[config.mk]
export PLATFORM = sky130hd
export DESIGN_NAME = sha1_digest_engine_flat
export DESIGN_NICKNAME = d
export VERILOG_FILES = /design/src/rtl/sha1_pkg.sv /design/src/rtl/sha1_if.sv /design/src/rtl/sha1_front.sv /design/src/rtl/sha1_queue.sv /design/src/rtl/sha1_core.sv /design/src/rtl/sha1_digest_engine.sv /design/src/flat_wrapper.sv
export SDC_FILE = /design/constraint.sdc
export NUM_CORES = 2
export LEC_CHECK = 0
export ABC_AREA = 1
export BUFFER_PORTS_ARGS = -buffer_cell sky130_fd_sc_hd__buf_2
export CAP_MARGIN = 25
export CORE_MARGIN = 3
export CORE_UTILIZATION = 35
export CTS_CLUSTER_SIZE = 25
export DETAILED_ROUTE_END_ITERATION = 7
export GPL_ROUTABILITY_DRIVEN = 0
export PLACE_DENSITY_LB_ADDON = 0.3
export SLEW_MARGIN = 15
export SYNTH_ARGS = -nofsm -noshare
export SYNTH_HDL_FRONTEND = slang
export SYNTH_SLANG_ARGS = --single-unit
[constraint.sdc]
create_clock -name clk -period 120.9 [get_ports clk]
set_input_delay 18.135 -clock clk [delete_from_list [all_inputs] [get_ports clk]]
set_output_delay 18.135 -clock clk [all_outputs]
set_load 0.02 [all_outputs]
[src/rtl/sha1_pkg.sv]
`default_nettype none
// ----------------------------------------------------------------------------
// sha1_pkg: shared types and constants of the SHA-1 digest engine
// Word and queue entry types, state encodings, round constants and the
// initial chaining value.
// ----------------------------------------------------------------------------
package sha1_pkg;

  localparam int WORD_W      = 32;
  localparam int BYTE_W      = 8;
  localparam int COUNT_W     = 61;
  localparam int ROUND_W     = 7;
  localparam int QUEUE_DEPTH = 4;

  // Round boundaries and last round
  localparam logic [ROUND_W-1:0] ROUND_STAGE1 = 7'd20;
  localparam logic [ROUND_W-1:0] ROUND_STAGE2 = 7'd40;
  localparam logic [ROUND_W-1:0] ROUND_STAGE3 = 7'd60;
  localparam logic [ROUND_W-1:0] ROUND_LAST   = 7'd79;

  // Word slots within a 16-word block
  localparam logic [3:0] LEN_HI_SLOT = 4'd14;
  localparam logic [3:0] LEN_LO_SLOT = 4'd15;

  // Index of the last digest word
  localparam logic [2:0] LAST_DIGEST_IDX = 3'd4;

  localparam logic [BYTE_W-1:0] PAD_MARK = 8'h80;

  localparam logic [WORD_W-1:0] K_STAGE0 = 32'h5A827999;
  localparam logic [WORD_W-1:0] K_STAGE1 = 32'h6ED9EBA1;
  localparam logic [WORD_W-1:0] K_STAGE2 = 32'h8F1BBCDC;
  localparam logic [WORD_W-1:0] K_STAGE3 = 32'hCA62C1D6;

  // Initial chaining value, h0 at index 0
  localparam logic [4:0][WORD_W-1:0] H_INIT = {
    32'hC3D2E1F0, 32'h10325476, 32'h98BADCFE, 32'hEFCDAB89, 32'h67452301
  };

  // One message word handed from the front end to the compression core
  typedef struct packed {
    logic [WORD_W-1:0] word;
    logic              block_end;  // sixteenth word of a block
    logic              last_blk;   // closing block of a message
  } sha1_qword_t;

  typedef enum logic [1:0] {
    FE_IDLE,
    FE_PAD_FIRST,
    FE_PAD_BODY
  } front_state_t;

  typedef enum logic [1:0] {
    BE_LOAD,
    BE_ROUND,
    BE_UPDATE,
    BE_OUT
  } back_state_t;

  // Boolean function of a round
  function automatic logic [WORD_W-1:0] round_f(input logic [ROUND_W-1:0] idx,
                                                input logic [WORD_W-1:0] b,
                                                input logic [WORD_W-1:0] c,
                                                input logic [WORD_W-1:0] d);
    logic [WORD_W-1:0] f;
    if (idx < ROUND_STAGE1) begin
      f = (b & c) | (~b & d);
    end else if (idx < ROUND_STAGE2) begin
      f = b ^ c ^ d;
    end else if (idx < ROUND_STAGE3) begin
      f = (b & c) | (b & d) | (c & d);
    end else begin
      f = b ^ c ^ d;
    end
    return f;
  endfunction

  // Additive constant of a round
  function automatic logic [WORD_W-1:0] round_k(input logic [ROUND_W-1:0] idx);
    logic [WORD_W-1:0] k;
    if (idx < ROUND_STAGE1) begin
      k = K_STAGE0;
    end else if (idx < ROUND_STAGE2) begin
      k = K_STAGE1;
    end else if (idx < ROUND_STAGE3) begin
      k = K_STAGE2;
    end else begin
      k = K_STAGE3;
    end
    return k;
  endfunction

endpackage
`default_nettype wire

[src/rtl/sha1_if.sv]
`default_nettype none
// ----------------------------------------------------------------------------
// sha1_if: channel interfaces of the SHA-1 digest engine
// Message byte channel and digest word channel, valid/ready handshake.
// ----------------------------------------------------------------------------
interface sha1_in_if;
  logic       valid;
  logic       ready;
  logic [7:0] msg_byte;
  logic       has_byte;
  logic       end_of_message;

  modport source (output valid, msg_byte, has_byte, end_of_message, input ready);
  modport sink   (input valid, msg_byte, has_byte, end_of_message, output ready);
endinterface

interface sha1_out_if;
  logic        valid;
  logic        ready;
  logic [31:0] digest_word;
  logic        word_last;

  modport source (output valid, digest_word, word_last, input ready);
  modport sink   (input valid, digest_word, word_last, output ready);
endinterface
`default_nettype wire

[src/rtl/sha1_front.sv]
`default_nettype none
// ----------------------------------------------------------------------------
// sha1_front: message front end
// Packs bytes into big-endian words, counts the message length and, at the
// end of a message, generates the padding and length words.
// ----------------------------------------------------------------------------
module sha1_front (
  input  wire logic                  clk,
  input  wire logic                  rst,
  sha1_in_if.sink                    msg_in,
  output sha1_pkg::sha1_qword_t      q_data,
  output logic                       q_valid,
  input  wire logic                  q_ready
);

  sha1_pkg::front_state_t state, state_next;

  logic [sha1_pkg::COUNT_W-1:0] byte_count;
  logic [23:0]                  acc;
  logic [3:0]                   pad_idx;
  logic                         pad_extra;

  logic [1:0]  lane;
  logic [3:0]  widx;
  logic [63:0] bit_len;
  logic [31:0] mark_word;

  assign lane    = byte_count[1:0];
  assign widx    = byte_count[5:2];
  assign bit_len = {byte_count, 3'b000};

  // Word holding the bytes so far, the 0x80 marker and zero fill
  always_comb begin
    case (lane)
      2'd0:    mark_word = {sha1_pkg::PAD_MARK, 24'h0};
      2'd1:    mark_word = {acc[7:0], sha1_pkg::PAD_MARK, 16'h0};
      2'd2:    mark_word = {acc[15:0], sha1_pkg::PAD_MARK, 8'h0};
      default: mark_word = {acc[23:0], sha1_pkg::PAD_MARK};
    endcase
  end

  // State register
  always_ff @(posedge clk) begin
    if (rst) begin
      state <= sha1_pkg::FE_IDLE;
    end else begin
      state <= state_next;
    end
  end

  // Next state and queue push
  always_comb begin
    state_next   = state;
    msg_in.ready = 1'b0;
    q_valid      = 1'b0;
    q_data       = '0;
    case (state)
      sha1_pkg::FE_IDLE: begin
        msg_in.ready     = q_ready;
        q_valid          = msg_in.valid && msg_in.has_byte && (lane == 2'd3);
        q_data.word      = {acc, msg_in.msg_byte};
        q_data.block_end = (widx == 4'd15);
        if (msg_in.valid && q_ready && msg_in.end_of_message) begin
          state_next = sha1_pkg::FE_PAD_FIRST;
        end
      end
      sha1_pkg::FE_PAD_FIRST: begin
        q_valid          = 1'b1;
        q_data.word      = mark_word;
        q_data.block_end = (widx == 4'd15);
        if (q_ready) begin
          state_next = sha1_pkg::FE_PAD_BODY;
        end
      end
      sha1_pkg::FE_PAD_BODY: begin
        q_valid = 1'b1;
        if (pad_extra) begin
          q_data.block_end = (pad_idx == 4'd15);
        end else if (pad_idx == sha1_pkg::LEN_HI_SLOT) begin
          q_data.word = bit_len[63:32];
        end else if (pad_idx == sha1_pkg::LEN_LO_SLOT) begin
          q_data.word      = bit_len[31:0];
          q_data.block_end = 1'b1;
          q_data.last_blk  = 1'b1;
        end
        if (q_ready && !pad_extra && (pad_idx == sha1_pkg::LEN_LO_SLOT)) begin
          state_next = sha1_pkg::FE_IDLE;
        end
      end
      default: begin
        state_next = sha1_pkg::FE_IDLE;
      end
    endcase
  end

  // Byte count, word assembly and padding position
  always_ff @(posedge clk) begin
    if (rst) begin
      byte_count <= '0;
      pad_idx    <= '0;
      pad_extra  <= 1'b0;
    end else begin
      case (state)
        sha1_pkg::FE_IDLE: begin
          if (msg_in.valid && q_ready && msg_in.has_byte) begin
            byte_count <= byte_count + 1'b1;
            acc        <= {acc[15:0], msg_in.msg_byte};
          end
        end
        sha1_pkg::FE_PAD_FIRST: begin
          if (q_ready) begin
            // Marker in slot 14 leaves no room for the length
            pad_extra <= (widx == sha1_pkg::LEN_HI_SLOT);
            pad_idx   <= widx + 1'b1;
          end
        end
        sha1_pkg::FE_PAD_BODY: begin
          if (q_ready) begin
            pad_idx <= pad_idx + 1'b1;
            if (pad_extra && (pad_idx == 4'd15)) begin
              pad_extra <= 1'b0;
            end
            if (!pad_extra && (pad_idx == sha1_pkg::LEN_LO_SLOT)) begin
              byte_count <= '0;
            end
          end
        end
        default: begin
          pad_extra <= 1'b0;
        end
      endcase
    end
  end

endmodule
`default_nettype wire

[src/rtl/sha1_queue.sv]
`default_nettype none
// ----------------------------------------------------------------------------
// sha1_queue: word queue between front end and compression core
// Small first-in first-out buffer in flip-flops, valid/ready on both sides.
// ----------------------------------------------------------------------------
module sha1_queue #(
  parameter int DEPTH = sha1_pkg::QUEUE_DEPTH
) (
  input  wire logic                  clk,
  input  wire logic                  rst,
  input  wire sha1_pkg::sha1_qword_t in_data,
  input  wire logic                  in_valid,
  output logic                       in_ready,
  output sha1_pkg::sha1_qword_t      out_data,
  output logic                       out_valid,
  input  wire logic                  out_ready
);

  localparam int PTR_W = (DEPTH > 1) ? $clog2(DEPTH) : 1;
  localparam int CNT_W = $clog2(DEPTH + 1);

  sha1_pkg::sha1_qword_t entries [DEPTH];

  logic [PTR_W-1:0] wr_ptr;
  logic [PTR_W-1:0] rd_ptr;
  logic [CNT_W-1:0] count;
  logic             push;
  logic             pop;

  assign in_ready  = (count != CNT_W'(DEPTH));
  assign out_valid = (count != '0);
  assign out_data  = entries[rd_ptr];
  assign push      = in_valid && in_ready;
  assign pop       = out_valid && out_ready;

  // Storage
  always_ff @(posedge clk) begin
    if (push) begin
      entries[wr_ptr] <= in_data;
    end
  end

  // Pointers and fill level
  always_ff @(posedge clk) begin
    if (rst) begin
      wr_ptr <= '0;
      rd_ptr <= '0;
      count  <= '0;
    end else begin
      if (push) begin
        wr_ptr <= (wr_ptr == PTR_W'(DEPTH - 1)) ? '0 : wr_ptr + 1'b1;
      end
      if (pop) begin
        rd_ptr <= (rd_ptr == PTR_W'(DEPTH - 1)) ? '0 : rd_ptr + 1'b1;
      end
      if (push && !pop) begin
        count <= count + 1'b1;
      end else if (pop && !push) begin
        count <= count - 1'b1;
      end
    end
  end

endmodule
`default_nettype wire

[src/rtl/sha1_core.sv]
`default_nettype none
// ----------------------------------------------------------------------------
// sha1_core: SHA-1 compression core
// Loads sixteen words into the schedule window, runs 80 rounds at one a
// cycle, folds the result into the chaining value and, after the last block of a message, emits the digest.
// ----------------------------------------------------------------------------
module sha1_core (
  input  wire logic                  clk,
  input  wire logic                  rst,
  input  wire sha1_pkg::sha1_qword_t q_data,
  input  wire logic                  q_valid,
  output logic                       q_ready,
  sha1_out_if.source                 digest_out
);

  localparam int W = sha1_pkg::WORD_W;

  sha1_pkg::back_state_t state, state_next;

  logic [4:0][W-1:0]               chain;
  logic [15:0][W-1:0]              win;
  logic [W-1:0]                    ra, rb, rc, rd, re;
  logic [sha1_pkg::ROUND_W-1:0]    round_idx;
  logic                            last_pending;
  logic [2:0]                      out_idx;

  logic [W-1:0] sched_mix;
  logic [W-1:0] sched_new;
  logic [W-1:0] t_sum;

  // Next schedule word and round sum
  assign sched_mix = win[13] ^ win[8] ^ win[2] ^ win[0];
  assign sched_new = {sched_mix[W-2:0], sched_mix[W-1]};
  assign t_sum     = {ra[W-6:0], ra[W-1:W-5]}
                   + sha1_pkg::round_f(round_idx, rb, rc, rd)
                   + re + sha1_pkg::round_k(round_idx) + win[0];

  // State register
  always_ff @(posedge clk) begin
    if (rst) begin
      state <= sha1_pkg::BE_LOAD;
    end else begin
      state <= state_next;
    end
  end

  // Next state and handshakes
  always_comb begin
    state_next             = state;
    q_ready                = 1'b0;
    digest_out.valid       = 1'b0;
    digest_out.digest_word = chain[out_idx];
    digest_out.word_last   = (out_idx == sha1_pkg::LAST_DIGEST_IDX);
    case (state)
      sha1_pkg::BE_LOAD: begin
        q_ready = 1'b1;
        if (q_valid && q_data.block_end) begin
          state_next = sha1_pkg::BE_ROUND;
        end
      end
      sha1_pkg::BE_ROUND: begin
        if (round_idx == sha1_pkg::ROUND_LAST) begin
          state_next = sha1_pkg::BE_UPDATE;
        end
      end
      sha1_pkg::BE_UPDATE: begin
        state_next = last_pending ? sha1_pkg::BE_OUT : sha1_pkg::BE_LOAD;
      end
      sha1_pkg::BE_OUT: begin
        digest_out.valid = 1'b1;
        if (digest_out.ready && (out_idx == sha1_pkg::LAST_DIGEST_IDX)) begin
          state_next = sha1_pkg::BE_LOAD;
        end
      end
      default: begin
        state_next = sha1_pkg::BE_LOAD;
      end
    endcase
  end

  // Chaining value, counters and flags
  always_ff @(posedge clk) begin
    if (rst) begin
      chain        <= sha1_pkg::H_INIT;
      round_idx    <= '0;
      last_pending <= 1'b0;
      out_idx      <= '0;
    end else begin
      case (state)
        sha1_pkg::BE_LOAD: begin
          if (q_valid && q_data.block_end) begin
            round_idx    <= '0;
            last_pending <= q_data.last_blk;
          end
        end
        sha1_pkg::BE_ROUND: begin
          round_idx <= round_idx + 1'b1;
        end
        sha1_pkg::BE_UPDATE: begin
          chain[0] <= chain[0] + ra;
          chain[1] <= chain[1] + rb;
          chain[2] <= chain[2] + rc;
          chain[3] <= chain[3] + rd;
          chain[4] <= chain[4] + re;
          out_idx  <= '0;
        end
        sha1_pkg::BE_OUT: begin
          if (digest_out.ready) begin
            if (out_idx == sha1_pkg::LAST_DIGEST_IDX) begin
              chain <= sha1_pkg::H_INIT;
            end else begin
              out_idx <= out_idx + 1'b1;
            end
          end
        end
        default: begin
          out_idx <= '0;
        end
      endcase
    end
  end

  // Working registers and schedule window
  always_ff @(posedge clk) begin
    case (state)
      sha1_pkg::BE_LOAD: begin
        if (q_valid) begin
          win <= {q_data.word, win[15:1]};
          if (q_data.block_end) begin
            ra <= chain[0];
            rb <= chain[1];
            rc <= chain[2];
            rd <= chain[3];
            re <= chain[4];
          end
        end
      end
      sha1_pkg::BE_ROUND: begin
        win <= {sched_new, win[15:1]};
        ra  <= t_sum;
        rb  <= ra;
        rc  <= {rb[1:0], rb[W-1:2]};
        rd  <= rc;
        re  <= rd;
      end
      default: begin
        ra <= ra;
      end
    endcase
  end

endmodule
`default_nettype wire

[src/rtl/sha1_digest_engine.sv]
`default_nettype none
// ----------------------------------------------------------------------------
// sha1_digest_engine: SHA-1 digest of a byte stream
// Top level: front end, word queue and compression core.
// ----------------------------------------------------------------------------
// Message bytes are taken one per transaction at up to one per cycle while
// the word queue has room. The compression core takes a block as 16 word
// loads, 80 rounds and one chaining update. During the rounds and the update
// the four-word queue fills with the next 16 bytes and the byte channel
// stalls. The other 48 bytes of the block then come in at one a cycle while
// the core loads. Throughput is set by the single round unit and the
// byte-wide input. The end-of-message transaction starts padding: the front
// end generates up to 18 padding and length words at one a cycle while the
// queue has room, after which the core runs one or two final blocks and
// offers the five digest words h0 to h4, one per transaction, word_last on
// h4. The front end keeps taking bytes of the next message while the digest
// is waiting to be collected, until the queue is full.
// ----------------------------------------------------------------------------
module sha1_digest_engine #(
  parameter int QUEUE_DEPTH = sha1_pkg::QUEUE_DEPTH
) (
  input  wire logic  clk,
  input  wire logic  rst,
  sha1_in_if.sink    msg_in,
  sha1_out_if.source digest_out
);

  sha1_pkg::sha1_qword_t push_data;
  logic                  push_valid;
  logic                  push_ready;
  sha1_pkg::sha1_qword_t pop_data;
  logic                  pop_valid;
  logic                  pop_ready;

  sha1_front u_front (
    .clk     (clk),
    .rst     (rst),
    .msg_in  (msg_in),
    .q_data  (push_data),
    .q_valid (push_valid),
    .q_ready (push_ready)
  );

  sha1_queue #(
    .DEPTH (QUEUE_DEPTH)
  ) u_queue (
    .clk       (clk),
    .rst       (rst),
    .in_data   (push_data),
    .in_valid  (push_valid),
    .in_ready  (push_ready),
    .out_data  (pop_data),
    .out_valid (pop_valid),
    .out_ready (pop_ready)
  );

  sha1_core u_core (
    .clk        (clk),
    .rst        (rst),
    .q_data     (pop_data),
    .q_valid    (pop_valid),
    .q_ready    (pop_ready),
    .digest_out (digest_out)
  );

  // After the last digest word the core must go back to loading
  a_digest_gap: assert property (@(posedge clk) disable iff (rst)
    (digest_out.valid && digest_out.ready && digest_out.word_last) |=> !digest_out.valid)
    else $error("digest offered again straight after the last word");

  // End of message puts the front end into padding
  a_pad_hold: assert property (@(posedge clk) disable iff (rst)
    (msg_in.valid && msg_in.ready && msg_in.end_of_message) |=> !msg_in.ready)
    else $error("byte channel ready during padding");

  // A closing word must also close its block
  a_last_blk: assert property (@(posedge clk) disable iff (rst)
    (push_valid && push_data.last_blk) |-> push_data.block_end)
    else $error("message closed in the middle of a block");

endmodule
`default_nettype wire
[src/flat_wrapper.sv]
// flat-port wrapper written by rule: the top's interface ports become plain ports
module sha1_digest_engine_flat 
#(
  parameter int QUEUE_DEPTH = sha1_pkg::QUEUE_DEPTH
)
  (clk, rst, msg_in_valid, msg_in_msg_byte, msg_in_has_byte, msg_in_end_of_message, msg_in_ready, digest_out_valid, digest_out_digest_word, digest_out_word_last, digest_out_ready);
  sha1_in_if msg_in_i ();
  sha1_out_if digest_out_i ();
  input  wire logic clk;
  input  wire logic rst;
  input wire logic [$bits(msg_in_i.valid)-1:0] msg_in_valid;
  input wire logic [$bits(msg_in_i.msg_byte)-1:0] msg_in_msg_byte;
  input wire logic [$bits(msg_in_i.has_byte)-1:0] msg_in_has_byte;
  input wire logic [$bits(msg_in_i.end_of_message)-1:0] msg_in_end_of_message;
  output wire logic [$bits(msg_in_i.ready)-1:0] msg_in_ready;
  output wire logic [$bits(digest_out_i.valid)-1:0] digest_out_valid;
  output wire logic [$bits(digest_out_i.digest_word)-1:0] digest_out_digest_word;
  output wire logic [$bits(digest_out_i.word_last)-1:0] digest_out_word_last;
  input wire logic [$bits(digest_out_i.ready)-1:0] digest_out_ready;
  assign msg_in_i.valid = msg_in_valid;
  assign msg_in_i.msg_byte = msg_in_msg_byte;
  assign msg_in_i.has_byte = msg_in_has_byte;
  assign msg_in_i.end_of_message = msg_in_end_of_message;
  assign msg_in_ready = msg_in_i.ready;
  assign digest_out_valid = digest_out_i.valid;
  assign digest_out_digest_word = digest_out_i.digest_word;
  assign digest_out_word_last = digest_out_i.word_last;
  assign digest_out_i.ready = digest_out_ready;
  sha1_digest_engine #(.QUEUE_DEPTH(QUEUE_DEPTH)) u_core (.clk(clk), .rst(rst), .msg_in(msg_in_i), .digest_out(digest_out_i));
endmodule
# --- Word-level counts from Yosys, hierarchy flattened ---
# Memory sizes are Yosys's and may differ from the RTL's. A register that Yosys moved wholly into a read port is not among the register bits.
# Index checks and enable logic that the tools add are counted.
totals:
  regBits: 944
  mem_bits_rw: 136
  output_inout_bits: 35
  word_cells: 222
  n_memories: 1
classes:
  n_addsub: 18
  n_lt_le_gt_ge: 4
  n_eq_ne: 32
  mux: 74
  n_bitwise: 15
  n_reduce_logical: 40
memory_table:
  columns: ["memory", "words", "width", "rd", "rd_ports_with_merged_regs", "wr", "line", "text"]
  rows:
  - ["u_core.u_queue.entries", 4, 34, 1, 1, 1, "sha1_queue.sv:22", "sha1_pkg::sha1_qword_t entries [DEPTH];"]
ops:
  columns: ["cell", "count"]
  rows:
  - ["$pmux 512 s2", 1]
  - ["$mux 32", 18]
  - ["$mux 512", 1]
  - ["$mux 160", 2]
  - ["$pmux 160 s2", 1]
  - ["$pmux 32 s2", 5]
  - ["$add 32x32->32", 9]
  - ["$mux 61", 3]
  - ["$xor 32x32->32", 5]
  - ["$and 32x32->32", 4]
  - ["$pmux 61 s2", 1]
  - ["$pmux 33 s3", 1]
  - ["$bmux 32 s3", 1]
  - ["$or 32x32->32", 3]
  - ["$pmux 32 s3", 1]
  - ["$add 61x1->61 const B", 1]
  - ["$mux 34", 1]
  - ["$not 32->32", 1]
  - ["$mux 31", 1]
  - ["$ne 2x2->1 const B", 15]
  - ["$mux 2", 12]
  - ["$reduce_and 3->1", 7]
  - ["$eq 4x4->1 const B", 4]
  - ["$logic_and 1x1->1", 15]
  - ["32 further kinds", 70]

# --- Logic depth before layout (Yosys ltp) ---
logic_depth:
  word_depth: 11
  depth_mapped: 26
  depth_no_buf: 26

# --- Modules after synthesis ---
# From an unflattened synthesis, not the netlist that was laid out.
unflattened:
  hier_cells: 7033
  hier_area_um2: 60189.0
modules_own_cells:
  columns: ["module", "n_inst", "cells_each", "area_each_um2"]
  rows:
  - ["sha1_core", 1, 5707, 48512.8]
  - ["sha1_front", 1, 928, 5931.9]
  - ["sha1_queue", 1, 398, 5744.3]

# --- Worst setup path before layout ---
# Ideal clock, no wire load.
synth_path:
  kind: "flip-flop to flip-flop"
  startpoint: "register u_core.u_queue.count[0]"
  endpoint: "register u_core.u_core.win[0] (netlist bit), enable pin"
  setup_time_ps: 2097
  t_arrival_ps: 36091
  required_time_ps: 118803
  setup_slack_ps: 82712
  path_stages_with_launch: 3
  n_path_buf: 0
  path_cell_list: "dfxtp_1 > nor3_1 > o21ai_0"
synth_between:
  elab_chain_cells: 3
synth_rtl:
  columns: ["item", "line", "text"]
  rows:
  - ["from (decl)", "sha1_queue.sv:26", "logic [CNT_W-1:0] count;"]
  - ["from (signal assigned)", "sha1_queue.sv:57", "count <= count + 1'b1;"]
  - ["from (signal assigned)", "sha1_queue.sv:59", "count <= count - 1'b1;"]
  - ["$reduce_bool 3->1", "sha1_queue.sv:31", "assign out_valid = (count != '0);"]
  - ["$ne 2x2->1 (no source line)", null, null]
  - ["$reduce_and 2->1 (no source line)", null, null]
  - ["to (signal assigned)", "sha1_core.sv:128", "win <= {q_data.word, win[15:1]};"]
  - ["to (signal assigned)", "sha1_core.sv:139", "win <= {sched_new, win[15:1]};"]
  - ["to (decl)", "sha1_core.sv:21", "logic [15:0][W-1:0] win;"]
# Every way passes these cells.
# A chain may end at the register's enable or synchronous reset.

# --- Worst setup path after layout ---
layout_path:
  startpoint: "register u_core.u_core.out_idx[0]"
  endpoint: "output port digest_out_digest_word[0]"
layout_between:
  elab_chain_cells: 2
layout_rtl:
  columns: ["item", "line", "text"]
  rows:
  - ["from (decl)", "sha1_core.sv:25", "logic [2:0] out_idx;"]
  - ["from (signal assigned)", "sha1_core.sv:112", "out_idx <= out_idx + 1'b1;"]
  - ["$bmux 32 s3", "sha1_core.sv:52", "digest_out.digest_word = chain[out_idx];"]
  - ["$mux 32 (implied by the code)", "sha1_core.sv:52", null]
  - ["to (decl)", "flat_wrapper.sv:17", "output wire logic [$bits(digest_out_i.digest_word)-1:0] digest_out_digest_word;"]
# Every way passes these cells. The select of a mux whose other input is x is not followed.

==> PnR_summary.wiki <==
{| class="wikitable"
! Metric !! Value
|-
| Run status || complete, no violations
|-
| Total vias in the final route || 49600
|-
| Number of nets in the layout || 7442
|-
| Number of hold buffers added after cts || 0
|-
| Root buffer cell || sky130_fd_sc_hd__clkbuf_16
|-
| RR Startpoint || u_core.u_core.round_idx[3]$_SDFFE_PP0P_
|-
| Most used flip-flop cell after synthesis || sky130_fd_sc_hd__edfxtp_1
|-
| Count of port buffers added during placement || 48
|-
| Post-route met1 wirelength || 81.6 mm
|-
| Yosys reg bits || 1082
|-
| Vertical extent of the die || 421 um
|-
| Total DRC errors in the routed layout || 0
|-
| Row Count || 151
|-
| Fin util || 39.3%
|-
| Number of cells upsized or downsized after cts || 0
|-
| Max Cap Viol || 0
|-
| Critical path data required time || 102760 ps
|-
| Core Box Area || 0.170 mm^2
|-
| Post-Route Skew || 125 ps
|-
| Leading cell types by total area after synthesis || sky130_fd_sc_hd__edfxtp_1 (42%), sky130_fd_sc_hd__nand2_1 (13%), sky130_fd_sc_hd__dfxtp_1 (8.3%)
|-
| Crit Path Category || flop to primary output
|-
| Slew Limit Headroom || 24.5%
|-
| Antenna Nets Post-Route || 0
|-
| TritonRoute pass-1 iters || 6
|-
| Number of flops mapped to enable cells by yosys || 832
|-
| Layout Cell Area excl Fill || 0.0669 mm^2
|-
| Nature of the critical path endpoint || primary output
|-
| Cell Area, Synth || 0.0602 mm^2
|-
| Die outline area || 0.177 mm^2
|-
| Starting density of the core || 35.4%
|-
| Fin crit period || 21310 ps
|-
| Mapped Cells || 7067
|-
| Maximum number of pins on one net before global-route repair || 166
|-
| Transition time at the pin with the least slew margin || 1130 ps
|-
| Class of the most critical hold timing path || flop to flop
|-
| Vias in the first global route || 46700
|-
| Share of flip-flops with an asynchronous set or reset after synthesis || 0%
|-
| TritonCTS Buffers || 117
|-
| Worst-Skew Late Latency || 800 ps
|-
| Reg2Reg Setup Slack || 114450 ps
|-
| Setup tns final || 0 ps
|-
| Post-CTS Setup Repair Bufs || 0
|-
| CTS clk-pin slew, worst paths || 60 ps
|-
| Capture point of the worst reg-to-reg path || u_core.u_core.ra[31]$_DFFE_PP_
|-
| Maximum root-to-sink buffer count || 3
|-
| Startpoint kind of the worst setup timing path || flop
|-
| Global-route wire length before repair || 292 mm
|-
| Cells on worst reg2reg path || 25
|-
| GR Util All Layers || 21.8%
|-
| RSZ-0062 raised after global routing || no
|-
| DR WL met2 || 86.9 mm
|-
| Highest routed metal layer || met5
|-
| H-tree levels || 3
|-
| DIE WIDTH || 421 um
|-
| Area grow syn2layout || 11.1%
|-
| Count of pins on the block boundary || 49
|-
| End point of the critical path || digest_out_digest_word[0]
|-
| Area share of the leading cell type in the synthesized netlist || 41.5%
|-
| Cell area reported after detailed placement || 0.0629 mm^2
|-
| Final HPWL from detailed placement || 146 mm
|-
| Vias per Instance || 5.27
|-
| WL per Instance || 20.9 um
|-
| Iter 0 DRT Violations || 5671
|-
| Final worst path period share || 17.6%
|-
| Maximum fanout along the worst path || 17
|-
| Slew Limit Fails || 0
|-
| Top cell types by occurrence after synthesis || sky130_fd_sc_hd__nand2_1 (2152), sky130_fd_sc_hd__inv_1 (1001), sky130_fd_sc_hd__edfxtp_1 (832)
|-
| Clock tree from TritonCTS || built
|-
| Largest area contributor in the netlist || sky130_fd_sc_hd__edfxtp_1
|-
| WL met3 || 17.1 mm
|-
| Count of cell types in the netlist || 56
|-
| Detailed-route wire length || 197 mm
|-
| Clock tree sinks || 1082
|-
| Antenna violations before repair || 2
|-
| Warnings, synthesis || 0
|-
| Crit path arrival time || 3170 ps
|-
| Sum of overflow across all layers after global routing || 0
|-
| Per-instance average area after synthesis || 8.51 um^2
|-
| Total setup violations reported at the end of the flow || 0
|-
| Fmax || 46.9 MHz
|-
| Critical path launch point || u_core.u_core.out_idx[0]$_SDFFE_PP0P_
|-
| Most numerous cell in the Yosys netlist || sky130_fd_sc_hd__nand2_1
|-
| Mapped Nets || 7418
|-
| Fraction of layout instances using a drive strength above 1 || 4.62%
|-
| Number of endpoints with negative hold slack in the final report || 0
|-
| Sequential-to-total area share from yosys stat || 49.8%
|}
[worst min-delay path by stage]
stage | start | end | slack (ps) | cells after the start
after floorplan | u_core.u_core.win[32]$_DFFE_PP_ | u_core.u_core.win[0]$_DFFE_PP_ | 400 | 0
after global placement | u_core.u_core.win[393]$_DFFE_PP_ | u_core.u_core.win[361]$_DFFE_PP_ | 400 | 0
after detailed placement | u_core.u_core.win[166]$_DFFE_PP_ | u_core.u_core.win[134]$_DFFE_PP_ | 400 | 0
after CTS | u_core.u_core.win[333]$_DFFE_PP_ | u_core.u_core.win[301]$_DFFE_PP_ | 370 | 0
after global routing | u_core.u_core.win[250]$_DFFE_PP_ | u_core.u_core.win[218]$_DFFE_PP_ | 380 | 0
final | u_core.u_core.win[333]$_DFFE_PP_ | u_core.u_core.win[301]$_DFFE_PP_ | 380 | 0
[flip-flops by register name, indices dropped and copies added, names as in the netlist, named ones only]
| name | cells |
|---|---|
| u_core.u_front.byte_count | 61 |
| u_core.u_core.round_idx | 7 |
| u_core.u_core.rb | 32 |
| u_core.u_core.chain | 160 |
| u_core.u_core.state | 2 |
| u_core.u_queue.count | 3 |
| u_core.u_queue.entries | 136 |
| u_core.u_core.ra | 32 |
| u_core.u_queue.rd_ptr | 2 |
| u_core.u_core.rc | 32 |
| u_core.u_queue.wr_ptr | 2 |
| u_core.u_core.win | 512 |
| u_core.u_front.acc | 24 |
| u_core.u_core.re | 32 |
| u_core.u_core.rd | 32 |
| u_core.u_front.state | 2 |
| u_core.u_front.pad_extra | 1 |
| u_core.u_core.out_idx | 3 |
| u_core.u_core.last_pending | 1 |
| u_core.u_front.pad_idx | 4 |
[logic make-up after synthesis]
group	Yosys count	synth area share, %
simple gates	3238	22.0
buf+inv	1210	7.70
flops	1082	49.8
compound gates	1041	9.54
fa+ha+maj	337	8.58
xor+xnor	159	2.31
[per-stage QoR]
stage / worst slack, ps / hold slack [ps] / cells
after CTS: 99250 / 372 / 9406
after global routing: 99580 / 380 / 9409
after global placement: 100120 / 400 / 9182
after floorplan: 82710 / 400 / 7067
final: 99590 / 378 / 9411
after detailed placement: 100070 / 405 / 9187
[critical path: stages, from the launching register on]
cell and delay [ps]:
sky130_fd_sc_hd__dfxtp_4 420, sky130_fd_sc_hd__clkinv_1 80, sky130_fd_sc_hd__nand3_1 730, sky130_fd_sc_hd__o21ai_0 900
sky130_fd_sc_hd__buf_2 290
[layout make-up]
cell class | instances | area, um^2
flip-flops and latches | 1082 | 30000
well taps | 2218 | 2780
fillers | 17000 | 103000
clock inverters | 74 | 833
repair buffers | 100 | 774
diodes | 2 | 5.00
clock buffers | 145 | 3050
multi-input cells | 4775 | 25600
inverters | 1015 | 3820
[metal layers]
layer  GRT usage, %  up-vias
met5              0        -
met4           11.2        2
met3           4.18      469
met2           34.1     2180
met1           28.8    23600
li1               -    23300
[cells in the final DEF, fill, tap and decap left out, types with 12 or more instances in the layout]
| cell | n |
|---|---|
| sky130_fd_sc_hd__nand2_1 | 2150 |
| sky130_fd_sc_hd__inv_1 | 998 |
| sky130_fd_sc_hd__edfxtp_1 | 832 |
| sky130_fd_sc_hd__a21oi_1 | 470 |
| sky130_fd_sc_hd__nor2_1 | 425 |
| sky130_fd_sc_hd__nand3_1 | 412 |
| sky130_fd_sc_hd__o21ai_0 | 367 |
| sky130_fd_sc_hd__dfxtp_1 | 248 |
| sky130_fd_sc_hd__ha_1 | 211 |
| sky130_fd_sc_hd__fa_1 | 126 |
| sky130_fd_sc_hd__clkbuf_16 | 117 |
| sky130_fd_sc_hd__nand4_1 | 95 |
| sky130_fd_sc_hd__xor2_1 | 81 |
| sky130_fd_sc_hd__xnor2_1 | 78 |
| sky130_fd_sc_hd__nor3_1 | 73 |
| sky130_fd_sc_hd__buf_2 | 47 |
| sky130_fd_sc_hd__buf_4 | 44 |
| sky130_fd_sc_hd__o22ai_1 | 33 |
| sky130_fd_sc_hd__a32o_1 | 31 |
| sky130_fd_sc_hd__o211ai_1 | 30 |
| sky130_fd_sc_hd__clkbuf_1 | 26 |
| sky130_fd_sc_hd__o21bai_1 | 25 |
| sky130_fd_sc_hd__clkinv_1 | 22 |
| sky130_fd_sc_hd__a31oi_1 | 21 |
| sky130_fd_sc_hd__and2_1 | 19 |
| sky130_fd_sc_hd__clkinv_2 | 18 |
| sky130_fd_sc_hd__clkinvlp_4 | 14 |
| sky130_fd_sc_hd__a211oi_1 | 12 |
| sky130_fd_sc_hd__o21ai_1 | 12 |
Power is not shown: default switching activity piles up to over one toggle a cycle in this logic, so the estimate is an artifact.
